**src/hw/rtl/gem_pkg.sv**
```systemverilog
// Shared types, codes and constants of the gamepad event mapper.
package gem_pkg;

    typedef enum logic [1:0] {
        CMD_EVENT        = 2'd0,
        CMD_TAKE_CHANGED = 2'd1,
        CMD_TAKE_UI      = 2'd2,
        CMD_TAKE_COMBO   = 2'd3
    } gem_cmd_t;

    localparam int unsigned CFG_IDX_W = 2;
    localparam int unsigned CFG_DATA_W = 32;

    localparam logic [CFG_IDX_W-1:0] CFG_X_CENTER = 2'd0;
    localparam logic [CFG_IDX_W-1:0] CFG_X_DEAD   = 2'd1;
    localparam logic [CFG_IDX_W-1:0] CFG_Y_CENTER = 2'd2;
    localparam logic [CFG_IDX_W-1:0] CFG_Y_DEAD   = 2'd3;

    localparam logic [4:0] EV_TYPE_KEY = 5'd1;
    localparam logic [4:0] EV_TYPE_ABS = 5'd3;

    localparam logic [9:0] KEY_B      = 10'd304;
    localparam logic [9:0] KEY_A      = 10'd305;
    localparam logic [9:0] KEY_Y      = 10'd307;
    localparam logic [9:0] KEY_X      = 10'd308;
    localparam logic [9:0] KEY_L      = 10'd310;
    localparam logic [9:0] KEY_R      = 10'd311;
    localparam logic [9:0] KEY_SELECT = 10'd314;
    localparam logic [9:0] KEY_START  = 10'd315;

    localparam logic [9:0] ABS_STICK_X = 10'd0;
    localparam logic [9:0] ABS_STICK_Y = 10'd1;
    localparam logic [9:0] ABS_HAT_X   = 10'd16;
    localparam logic [9:0] ABS_HAT_Y   = 10'd17;

    // Button mask bit positions
    localparam int unsigned BIT_A      = 0;
    localparam int unsigned BIT_B      = 1;
    localparam int unsigned BIT_SELECT = 2;
    localparam int unsigned BIT_START  = 3;
    localparam int unsigned BIT_R      = 8;
    localparam int unsigned BIT_L      = 9;
    localparam int unsigned BIT_X      = 10;
    localparam int unsigned BIT_Y      = 11;

    // Direction nibble: bit 0 right, 1 left, 2 up, 3 down
    localparam logic [3:0] DIR_RIGHT = 4'b0001;
    localparam logic [3:0] DIR_LEFT  = 4'b0010;
    localparam logic [3:0] DIR_UP    = 4'b0100;
    localparam logic [3:0] DIR_DOWN  = 4'b1000;
    localparam logic [3:0] DIR_HORIZ = 4'b0011;
    localparam logic [3:0] DIR_VERT  = 4'b1100;

    localparam logic [3:0] UI_NONE    = 4'd0;
    localparam logic [3:0] UI_CONFIRM = 4'd1;
    localparam logic [3:0] UI_DELETE  = 4'd2;
    localparam logic [3:0] UI_BACK    = 4'd3;
    localparam logic [3:0] UI_START   = 4'd4;
    localparam logic [3:0] UI_LEFT    = 4'd5;
    localparam logic [3:0] UI_RIGHT   = 4'd6;
    localparam logic [3:0] UI_UP      = 4'd7;
    localparam logic [3:0] UI_DOWN    = 4'd8;

    typedef struct packed {
        logic signed [31:0] x_center;
        logic [30:0]        x_dead;
        logic signed [31:0] y_center;
        logic [30:0]        y_dead;
    } gem_cfg_t;

    typedef struct packed {
        gem_cmd_t           command;
        logic [4:0]         event_type;
        logic [9:0]         event_code;
        logic signed [31:0] event_value;
    } gem_item_t;

    typedef struct packed {
        logic [11:0] button_mask;
        logic        changed_flag;
        logic [3:0]  ui_action;
        logic        exit_combo;
    } gem_result_t;

    typedef struct packed {
        logic [11:0] button_bits;
        logic [3:0]  dpad_bits;
        logic [3:0]  stick_bits;
        logic        start_held;
        logic        left_held;
        logic        right_held;
        logic        change_pending;
        logic        combo_pending;
        logic [3:0]  pending_ui;
    } gem_state_t;

endpackage

```
**src/hw/rtl/gem_in_if.sv**
```systemverilog
// Request channel carrying one input event or take command.
interface gem_in_if;
    logic        valid;
    logic        ready;
    logic [1:0]  command;
    logic [4:0]  event_type;
    logic [9:0]  event_code;
    logic [31:0] event_value;

    modport source (output valid, output command, output event_type, output event_code,
                    output event_value, input ready);
    modport sink   (input valid, input command, input event_type, input event_code,
                    input event_value, output ready);
endinterface

```
**src/hw/rtl/gem_out_if.sv**
```systemverilog
// Result channel carrying the button mask and status flags.
interface gem_out_if;
    logic        valid;
    logic        ready;
    logic [11:0] button_mask;
    logic        changed_flag;
    logic [3:0]  ui_action;
    logic        exit_combo;

    modport source (output valid, output button_mask, output changed_flag,
                    output ui_action, output exit_combo, input ready);
    modport sink   (input valid, input button_mask, input changed_flag,
                    input ui_action, input exit_combo, output ready);
endinterface

```
**src/hw/rtl/gem_update.sv**
```systemverilog
// Next-state and result logic for one request of the event mapper.
module gem_update (
    input  gem_pkg::gem_cfg_t    cfg,
    input  gem_pkg::gem_state_t  state,
    input  gem_pkg::gem_item_t   item,
    output gem_pkg::gem_state_t  state_next,
    output gem_pkg::gem_result_t result
);
    import gem_pkg::*;

    gem_state_t         ev_state;
    logic [11:0]        key_btn;
    logic               pressed;
    logic [11:0]        key_bits;
    logic               is_hat;
    logic               is_stick;
    logic               horiz;
    logic signed [32:0] center;
    logic signed [32:0] dead;
    logic signed [32:0] value;
    logic signed [32:0] lo;
    logic signed [32:0] hi;
    logic               below;
    logic               above;
    logic [3:0]         src;
    logic [3:0]         dir;
    logic [3:0]         src_new;
    logic [3:0]         dpad_new;
    logic [3:0]         stick_new;
    logic [11:0]        merged;

    // Axis decode and 33-bit dead-zone bounds
    always_comb begin
        is_hat   = (item.event_code == ABS_HAT_X) || (item.event_code == ABS_HAT_Y);
        is_stick = (item.event_code == ABS_STICK_X) || (item.event_code == ABS_STICK_Y);
        horiz    = (item.event_code == ABS_HAT_X) || (item.event_code == ABS_STICK_X);
        value    = {item.event_value[31], item.event_value};
        if (is_hat) begin
            center = '0;
            dead   = '0;
        end else if (horiz) begin
            center = {cfg.x_center[31], cfg.x_center};
            dead   = {2'b00, cfg.x_dead};
        end else begin
            center = {cfg.y_center[31], cfg.y_center};
            dead   = {2'b00, cfg.y_dead};
        end
        lo    = center - dead;
        hi    = center + dead;
        below = value < lo;
        above = value > hi;
        if (below) begin
            dir = horiz ? DIR_LEFT : DIR_UP;
        end else if (above) begin
            dir = horiz ? DIR_RIGHT : DIR_DOWN;
        end else begin
            dir = '0;
        end
        src       = is_hat ? state.dpad_bits : state.stick_bits;
        src_new   = (src & ~(horiz ? DIR_HORIZ : DIR_VERT)) | dir;
        dpad_new  = is_hat ? src_new : state.dpad_bits;
        stick_new = is_hat ? state.stick_bits : src_new;
        merged    = {state.button_bits[11:8], dpad_new | stick_new, state.button_bits[3:0]};
    end

    // Key decode
    always_comb begin
        key_btn = '0;
        unique case (item.event_code)
            KEY_B:      key_btn[BIT_B]      = 1'b1;
            KEY_A:      key_btn[BIT_A]      = 1'b1;
            KEY_Y:      key_btn[BIT_Y]      = 1'b1;
            KEY_X:      key_btn[BIT_X]      = 1'b1;
            KEY_SELECT: key_btn[BIT_SELECT] = 1'b1;
            KEY_START:  key_btn[BIT_START]  = 1'b1;
            KEY_L:      key_btn[BIT_L]      = 1'b1;
            KEY_R:      key_btn[BIT_R]      = 1'b1;
            default:    key_btn = '0;
        endcase
        pressed  = item.event_value != '0;
        key_bits = pressed ? (state.button_bits | key_btn) : (state.button_bits & ~key_btn);
    end

    // Apply the event
    always_comb begin
        ev_state = state;
        if (item.event_type == EV_TYPE_KEY) begin
            ev_state.button_bits = key_bits;
            if (key_bits != state.button_bits) begin
                ev_state.change_pending = 1'b1;
            end
            if (item.event_code == KEY_START) begin
                ev_state.start_held = pressed;
            end
            if (item.event_code == KEY_L) begin
                ev_state.left_held = pressed;
            end
            if (item.event_code == KEY_R) begin
                ev_state.right_held = pressed;
            end
            if (ev_state.start_held && ev_state.left_held && ev_state.right_held) begin
                ev_state.combo_pending = 1'b1;
            end
            if ((item.event_value == 32'sd1) && (state.pending_ui == UI_NONE)) begin
                unique case (item.event_code)
                    KEY_A:     ev_state.pending_ui = UI_CONFIRM;
                    KEY_B:     ev_state.pending_ui = UI_DELETE;
                    KEY_X:     ev_state.pending_ui = UI_BACK;
                    KEY_START: ev_state.pending_ui = UI_START;
                    default:   ev_state.pending_ui = state.pending_ui;
                endcase
            end
        end else if ((item.event_type == EV_TYPE_ABS) && (is_hat || is_stick)) begin
            // Merge only when the source actually moved
            if (src_new != src) begin
                ev_state.dpad_bits   = dpad_new;
                ev_state.stick_bits  = stick_new;
                ev_state.button_bits = merged;
                if (merged != state.button_bits) begin
                    ev_state.change_pending = 1'b1;
                end
            end
            if ((state.pending_ui == UI_NONE) && (below || above)) begin
                if (horiz) begin
                    ev_state.pending_ui = (value < center) ? UI_LEFT : UI_RIGHT;
                end else begin
                    ev_state.pending_ui = (value < center) ? UI_UP : UI_DOWN;
                end
            end
        end
    end

    // Result shows post-event state for events, pre-clear state for takes
    always_comb begin
        state_next = state;
        unique case (item.command)
            CMD_EVENT:        state_next = ev_state;
            CMD_TAKE_CHANGED: state_next.change_pending = 1'b0;
            CMD_TAKE_UI:      state_next.pending_ui = UI_NONE;
            CMD_TAKE_COMBO:   state_next.combo_pending = 1'b0;
            default:          state_next = state;
        endcase
        if (item.command == CMD_EVENT) begin
            result.button_mask  = ev_state.button_bits;
            result.changed_flag = ev_state.change_pending;
            result.ui_action    = ev_state.pending_ui;
            result.exit_combo   = ev_state.combo_pending;
        end else begin
            result.button_mask  = state.button_bits;
            result.changed_flag = state.change_pending;
            result.ui_action    = state.pending_ui;
            result.exit_combo   = state.combo_pending;
        end
    end

endmodule

```
**src/hw/rtl/gamepad_event_mapper_top.sv**
```systemverilog
// Top level of the gamepad event mapper: request/result staging and state.
//
//   channel  | dir | handshake        | payload
//   ---------+-----+------------------+-------------------------------------------
//   in_ch    | in  | valid/ready      | command, event_type, event_code, event_value
//   out_ch   | out | valid/ready      | button_mask, changed_flag, ui_action,
//            |     |                  | exit_combo
//   cfg      | in  | cfg_we (no wait) | cfg_index, cfg_data
//
// One request per cycle sustained while out_ch.ready stays high. A request
// is held in the input register, then the update logic writes the state and
// the result register in the same edge, once the result stage is free.
// Reset clears the state, the stick configuration and both valid flags.
// A stalled result holds; the input register still takes one more request,
// then in_ch.ready drops until the result is taken.
module gamepad_event_mapper_top (
    input  logic                                 clk,
    input  logic                                 rst_n,
    input  logic                                 cfg_we,
    input  logic [gem_pkg::CFG_IDX_W-1:0]        cfg_index,
    input  logic [gem_pkg::CFG_DATA_W-1:0]       cfg_data,
    gem_in_if.sink                               in_ch,
    gem_out_if.source                            out_ch
);
    import gem_pkg::*;

    gem_cfg_t    cfg_reg;
    gem_state_t  state_reg;
    gem_state_t  state_next;
    gem_item_t   item_reg;
    logic        item_valid_reg;
    gem_result_t result_reg;
    gem_result_t result_next;
    logic        result_valid_reg;
    logic        advance;

    // Move the held request into the result stage when that stage is free
    assign advance     = item_valid_reg && (!result_valid_reg || out_ch.ready);
    assign in_ch.ready = !item_valid_reg || advance;

    // Configuration writes; all four indexes are defined
    always_ff @(posedge clk or negedge rst_n) begin
        if (!rst_n) begin
            cfg_reg <= '0;
        end else if (cfg_we) begin
            unique case (cfg_index)
                CFG_X_CENTER: cfg_reg.x_center <= cfg_data;
                CFG_X_DEAD:   cfg_reg.x_dead   <= cfg_data[30:0];
                CFG_Y_CENTER: cfg_reg.y_center <= cfg_data;
                CFG_Y_DEAD:   cfg_reg.y_dead   <= cfg_data[30:0];
                default:      cfg_reg          <= cfg_reg;
            endcase
        end
    end

    // Input register: capture a request on acceptance
    always_ff @(posedge clk or negedge rst_n) begin
        if (!rst_n) begin
            item_valid_reg <= 1'b0;
        end else if (in_ch.ready) begin
            item_valid_reg <= in_ch.valid;
        end
    end

    always_ff @(posedge clk) begin
        if (in_ch.valid && in_ch.ready) begin
            item_reg.command     <= gem_cmd_t'(in_ch.command);
            item_reg.event_type  <= in_ch.event_type;
            item_reg.event_code  <= in_ch.event_code;
            item_reg.event_value <= in_ch.event_value;
        end
    end

    gem_update u_update (
        .cfg        (cfg_reg),
        .state      (state_reg),
        .item       (item_reg),
        .state_next (state_next),
        .result     (result_next)
    );

    // State advances exactly once per request, in order
    always_ff @(posedge clk or negedge rst_n) begin
        if (!rst_n) begin
            state_reg <= '0;
        end else if (advance) begin
            state_reg <= state_next;
        end
    end

    // Result register: fill on advance, drop when taken
    always_ff @(posedge clk or negedge rst_n) begin
        if (!rst_n) begin
            result_valid_reg <= 1'b0;
        end else if (advance) begin
            result_valid_reg <= 1'b1;
        end else if (out_ch.ready) begin
            result_valid_reg <= 1'b0;
        end
    end

    always_ff @(posedge clk) begin
        if (advance) begin
            result_reg <= result_next;
        end
    end

    assign out_ch.valid        = result_valid_reg;
    assign out_ch.button_mask  = result_reg.button_mask;
    assign out_ch.changed_flag = result_reg.changed_flag;
    assign out_ch.ui_action    = result_reg.ui_action;
    assign out_ch.exit_combo   = result_reg.exit_combo;

endmodule

```
**src/flat_wrapper.sv**
```systemverilog
// flat-port wrapper written by rule: the top's interface ports become plain ports
module gamepad_event_mapper_top_flat import gem_pkg::*;
  (clk, rst_n, cfg_we, cfg_index, cfg_data, in_ch_valid, in_ch_command, in_ch_event_type, in_ch_event_code, in_ch_event_value, in_ch_ready, out_ch_valid, out_ch_button_mask, out_ch_changed_flag, out_ch_ui_action, out_ch_exit_combo, out_ch_ready);
  gem_in_if in_ch_i ();
  gem_out_if out_ch_i ();
  input  logic clk;
  input  logic rst_n;
  input  logic cfg_we;
  input  logic [gem_pkg::CFG_IDX_W-1:0] cfg_index;
  input  logic [gem_pkg::CFG_DATA_W-1:0] cfg_data;
  input wire logic [$bits(in_ch_i.valid)-1:0] in_ch_valid;
  input wire logic [$bits(in_ch_i.command)-1:0] in_ch_command;
  input wire logic [$bits(in_ch_i.event_type)-1:0] in_ch_event_type;
  input wire logic [$bits(in_ch_i.event_code)-1:0] in_ch_event_code;
  input wire logic [$bits(in_ch_i.event_value)-1:0] in_ch_event_value;
  output wire logic [$bits(in_ch_i.ready)-1:0] in_ch_ready;
  output wire logic [$bits(out_ch_i.valid)-1:0] out_ch_valid;
  output wire logic [$bits(out_ch_i.button_mask)-1:0] out_ch_button_mask;
  output wire logic [$bits(out_ch_i.changed_flag)-1:0] out_ch_changed_flag;
  output wire logic [$bits(out_ch_i.ui_action)-1:0] out_ch_ui_action;
  output wire logic [$bits(out_ch_i.exit_combo)-1:0] out_ch_exit_combo;
  input wire logic [$bits(out_ch_i.ready)-1:0] out_ch_ready;
  assign in_ch_i.valid = in_ch_valid;
  assign in_ch_i.command = in_ch_command;
  assign in_ch_i.event_type = in_ch_event_type;
  assign in_ch_i.event_code = in_ch_event_code;
  assign in_ch_i.event_value = in_ch_event_value;
  assign in_ch_ready = in_ch_i.ready;
  assign out_ch_valid = out_ch_i.valid;
  assign out_ch_button_mask = out_ch_i.button_mask;
  assign out_ch_changed_flag = out_ch_i.changed_flag;
  assign out_ch_ui_action = out_ch_i.ui_action;
  assign out_ch_exit_combo = out_ch_i.exit_combo;
  assign out_ch_i.ready = out_ch_ready;
  gamepad_event_mapper_top u_core (.clk(clk), .rst_n(rst_n), .cfg_we(cfg_we), .cfg_index(cfg_index), .cfg_data(cfg_data), .in_ch(in_ch_i), .out_ch(out_ch_i));
endmodule
```
**config.mk**
```make
export PLATFORM = sky130hd
export DESIGN_NAME = gamepad_event_mapper_top_flat
export DESIGN_NICKNAME = d
export VERILOG_FILES = /design/src/hw/rtl/gem_pkg.sv /design/src/hw/rtl/gem_in_if.sv /design/src/hw/rtl/gem_out_if.sv /design/src/hw/rtl/gem_update.sv /design/src/hw/rtl/gamepad_event_mapper_top.sv /design/src/flat_wrapper.sv
export SDC_FILE = /design/constraint.sdc
export NUM_CORES = 1
export LEC_CHECK = 0
export ABC_CLOCK_PERIOD_IN_PS = 8350
export BUFFER_PORTS_ARGS = -buffer_cell sky130_fd_sc_hd__buf_2
export CORE_ASPECT_RATIO = 1.5
export CORE_UTILIZATION = 25
export CTS_BUF_LIST = sky130_fd_sc_hd__clkbuf_4
export DETAILED_ROUTE_END_ITERATION = 8
export GPL_TIMING_DRIVEN = 0
export SYNTH_ARGS = -nofsm -noshare
export SYNTH_HDL_FRONTEND = slang
export SYNTH_SLANG_ARGS = --single-unit
```
**constraint.sdc**
```tcl
create_clock -name clk -period 8.35 [get_ports clk]
set_input_delay 1.2525 -clock clk [delete_from_list [all_inputs] [get_ports clk]]
set_output_delay 1.2525 -clock clk [all_outputs]
set_load 0.01 [all_outputs]
```
Word level (Yosys, flattened, before mapping). Cells that the tools add are included.

Output and inout bits: 20. Word-level logic and storage cells: 145. Bits in registers: 224. Input port bits: 88. Memories: 0. Bits in writable memories: 0. ROM bits: 0. Latch bits: 0.

Multipliers: 0. $add $sub $neg: 2. Shift operators: 0. Order comparisons: 3. Reduce and logical (&&, ||, !) cells: 35. Bitwise operators: 8. Mux-type cells: 51. Divide/modulo/power cells: 0. Eq/ne operators: 23.

Operators by type and width (number): $eq A10 B9 Y1 const B (8); $lt A32 B33 Y1 (2); $mux W33 (2); $mux W31 (2); $mux W4 (13); $add A33 B33 Y33 (1); $gt A32 B33 Y1 (1); $sub A33 B33 Y33 (1); $eq A32 B2 Y1 const B (1); $mux W16 (2); $reduce_bool A32 Y1 (1); $mux W12 (2); $mux W1 (23); $eq A10 B5 Y1 const B (2); $mux W18 (1); $pmux W4 S4 (1); $reduce_and A2 Y1 (8); $and A12 B12 Y12 (1); $ne A12 B12 Y1 (1); $not A12 Y12 (1); $or A12 B12 Y12 (1); $eq A10 B1 Y1 const B (1); $logic_not A10 Y1 (1); $eq A2 B2 Y1 const B (4); 20 further kinds (41).

Depth between registers and ports, before layout.
Depth after elaboration: 17. Gate-level depth with buffers: 30.

Modules after synthesis. Synthesis repeated with hierarchy kept, for this count alone.

Cells, all modules: 1547. Area, all modules: 16064.2 µm².

By module, submodules not included: gem_update (instances 1, area each 8190.4 µm², cells each 1142, seq. area each 0.0 µm²); gamepad_event_mapper_top (instances 1, area each 7873.8 µm², cells each 405, seq. area each 5940.7 µm²).

Worst setup path before layout. Ideal clock, no wire load.

Path type: register to register. Start point: register u_core.item_reg[34] (netlist name). End point: register u_core.result_reg (netlist bit u_core.out_ch.changed_flag), data pin. Buffers on the path: 3. Stages on the path, launching flop included: 28. Library setup time: 0.254 ns. Path slack: 1.187 ns. Arrival time: 6.910 ns. Path through: edfxtp_1 > nor4_2 > and3_1 > buf_4 > clkbuf_1 > buf_2 > mux2i_1 > or2_2 > inv_1 > fa_1 > a211oi_1 > o211ai_1 > a41oi_1 > o22ai_1 > a41oi_2 > o31ai_1 > a221o_1 > a21oi_1 > nor2_1 > ha_1 > nand4_1 > nor4_1 > or3b_1 > o211a_1 > or2_1 > o2111a_1 > a221o_1 > a21o_1.

RTL lines: start: declaration (RTL line gamepad_event_mapper_top.sv:30) `gem_item_t item_reg;`; end signal: assignment (RTL line gamepad_event_mapper_top.sv:104) `result_reg <= result_next;`; end: declaration (RTL line gamepad_event_mapper_top.sv:32) `gem_result_t result_reg;`.

==> load_flow_metrics.sql <==
INSERT INTO impl_metrics (metric_group, metric, value, unit) VALUES
('critical_path', 'timing.rr.start', 'u_core.item_reg[38]', ''),
('finish', 'layout.filler_cells', '6397', ''),
('clock_tree', 'ctsHtreeMaxLevel', '2', ''),
('placement', 'numPortBuffers', '107', ''),
('finish', 'fin_nets', '1938', ''),
('placement', 'gp_congestion', '0.909', ''),
('global_routing', 'groute.usage.overall', '14.0', '%'),
('floorplanning', 'die_width', '206', 'µm'),
('global_routing', 'pin_count_of_the_biggest_net_entering_global_routing', '102', ''),
('critical_path', 'crit_arrival', '8450', 'ps'),
('synth', 'yosysSeqAreaShare', '38.2', '%'),
('global_routing', 'antenna_found_initial', '4', ''),
('synth', 'post_synth_num_cell_types', '85', ''),
('route', 'drcViolationCount', '0', ''),
('finish', 'instances_no_fill', '2524', ''),
('critical_path', 'worst_setup_path_start_kind', 'flop', ''),
('critical_path', 'worst_setup_path_startpoint', 'u_core.item_reg[38]', ''),
('synth', 'syn_inst', '1508', ''),
('critical_path', 'r2r-end', 'u_core.out_ch.changed_flag', ''),
('critical_path', 'setup.worst_path.end_class', 'flop', ''),
('pwr', 'p_per_area', '247', 'mW/mm²'),
('sta', 'hold_viol', '0', ''),
('outcome', 'run_status', 'completed', ''),
('finish', 'postLayoutCellArea', '0.0181', 'mm²'),
('global_routing', 'use_met1', '16.3', '%'),
('sta', 'slew_headroom', '4.25', '%'),
('finish', 'mostFrequentLayoutCell', 'ha_1', ''),
('floorplanning', 'start_util', '25.4', '%'),
('route', 'detailroute.via_count', '12100', ''),
('clock_tree', 'cts_tree', 'yes', ''),
('sta', 'finalCritPeriodShare', '94.9', '%'),
('min_path', 'hold_class', 'in2async', ''),
('global_routing', 'grt_pass1_vias', '12400', ''),
('synth', 'yosys_register_bits', '224', ''),
('critical_path', 'critPathRequiredTime', '8880', 'ps'),
('pwr', 'vdd.ir_drop.worst', '0.000112', 'V'),
('global_routing', 'use_met3', '1.98', '%'),
('critical_path', 'critical_path.most_common_cell', 'buf_4', ''),
('sta', 'setup_repair_after_global_routing_missed_its_margin', 'no', ''),
('floorplanning', 'io_pins', '108', ''),
('sta', 'holdWs', '406', 'ps'),
('global_routing', 'globalRouteMet2Util', '25.3', '%'),
('synth', 'most_instantiated_flip_flop_cell_in_the_synthesis_netlist', 'dfrtp_1', ''),
('sta', 'maxClockFrequency', '126', 'MHz'),
('route', 'drt-initial-drc-count', '549', ''),
('route', 'route.final.wire_length', '43.8', 'mm'),
('critical_path', 'worstSetupEndpoint', 'u_core.out_ch.changed_flag', ''),
('placement', 'dp_slack', '-1570', 'ps'),
('clock_tree', 'ctsHoldBuffers', '0', ''),
('global_routing', 'grt_overflow_total', '0', ''),
('synth', 'synth_top_cell_area_share', '25.3', '%'),
('sta', 'finalMaxSlewViolations', '0', ''),
('clock_tree', 'cts.sinks', '224', ''),
('clock_tree', 'clk_transition_reported_paths', '70', 'ps'),
('critical_path', 'worstPathMaxFanout', '10', ''),
('sta', 'min_period', '7930', 'ps'),
('sta', 'timing.final.setup_violations', '0', ''),
('finish', 'largest_register_ff_count', '126', ''),
('synth', 'count_of_warnings_emitted_by_yosys', '0', ''),
('sta', 'skew', '95.4', 'ps'),
('critical_path', 'ff2ff_setup_slack', '420', 'ps'),
('floorplanning', 'fp.dieH', '307', 'µm'),
('critical_path', 'slowest_stage', 'edfxtp_1', ''),
('critical_path', 'rr_worst_depth', '29', ''),
('synth', 'cell_area_after_synthesis', '0.0155', 'mm²'),
('global_routing', 'top_usage_layer', 'met2', ''),
('synth', 'post_synth_main_area_contributors', 'dfrtp_1 (25%), ha_1 (13%), edfxtp_1 (13%)', ''),
('pwr', 'leak_pwr', '7.88', 'nW'),
('flow_run', 'max_cap_viols', '0', ''),
('placement', 'post-dp-hpwl', '34.5', 'mm'),
('synth', 'synth_enable_flop_cells', '67', '');
-- layout make-up --
cell class / count / area (µm²) / share of cell area [%]
Timing Repair Buffer: 117 / 657 / 3.62
Clock inverter: 17 / 104 / 0.573
Buffer: 56 / 256 / 1.41
Sequential cell: 224 / 5940 / 32.8
Inverter: 107 / 402 / 2.21
Multi-Input combinational cell: 1117 / 9080 / 50.1
Tap cell: 791 / 990 / 5.46
Antenna cell: 1 / 2.50 / 0.0138
Clock buffer: 94 / 706 / 3.89
-- per-stage QoR --
stage | TNS [ps] | total power [W]
final | 0 | 0.00449
after global routing | 0 | 0.00487
after CTS | 0 | 0.00451
after detailed placement | -34030 | 0.00341
after global placement | -34950 | 0.00336
after floorplan | 0 | 0.00288
-- where the power goes --
part	switching [W]	leakage, nW	internal, W	total, W
combinational	0.00119	4.82	0.000909	0.00210
clock	0.000479	0.491	0.000543	0.00102
sequential	0.0000860	2.57	0.00128	0.00136
-- Yosys cell counts (6+ instances only) --
cell        n
mux2i_1    66
nor4_1     22
dfrtp_1   157
or2_2      64
mux2_1     15
o21a_1      7
ha_1      164
nand3_1    24
or3_1       7
nor2b_1     8
nor2_1     73
nand3b_1    6
buf_1       9
nor3_1     29
o21ai_0    35
a211oi_1    8
clkbuf_1   40
mux2_2    129
a21o_1     24
and2_1      8
xnor2_1    48
inv_1     102
xor2_1      9
o31ai_1    13
edfxtp_1   67
a21oi_1   102
o211ai_1   12
buf_2       9
and3_1      9
o21bai_1    9
nand4_1    23
nand2b_1   24
o21ai_1     8
nand2_1    61
a31oi_1    16
-- what timing repair did --
| action | 4_1_cts | 5_1_grt |
|---|---|---|
| endpoints found under the setup margin | 26 | 26 |
| gates resized for setup | 20 | 17 |
| buffers inserted | 3 | 4 |
| pin swaps | 2 | 4 |
| endpoints found under the hold margin | 0 | 0 |
-- metal layers --
metal	wire, µm	share of wire, %
met1	18100	41
met2	22200	51
met3	2060	4.7
met4	1470	3.3
met5	12	0.027
-- worst min path at each step --
stage,to,slack [ps],cells after the start
2_1_floorplan,u_core.out_ch.valid,460,1
3_3_place_gp,u_core.out_ch.valid,480,1
3_5_place_dp,u_core.out_ch.valid,490,1
4_1_cts,u_core.cfg_reg[10],330,1
5_1_grt,u_core.cfg_reg[41],350,1
6_report,u_core.cfg_reg[41],410,1
-- logic make-up after synthesis --
family          after synthesis  synth area share (%)
buf+inv                     167                  4.16
mux                         210                  14.7
flops                       224                  38.2
fa+ha+maj                   166                  13.5
xor+xnor                     58                  3.32
compound gates              305                  13.1
simple gates                378                  13.0
-- critical path, delay by kind of cell (launching register included) --
kind                       cells  cell delay [ps]
DFF                            1              440
xor gates and xnor gates       2              320
adders and majority gates      2              560
buffers and inverters          5              900
and+or+nand+nor                6             1810
muxes                          1              210
AOI/OAI and AO/OA             13             3430
Note: power is estimated with default switching activity, not from simulation.
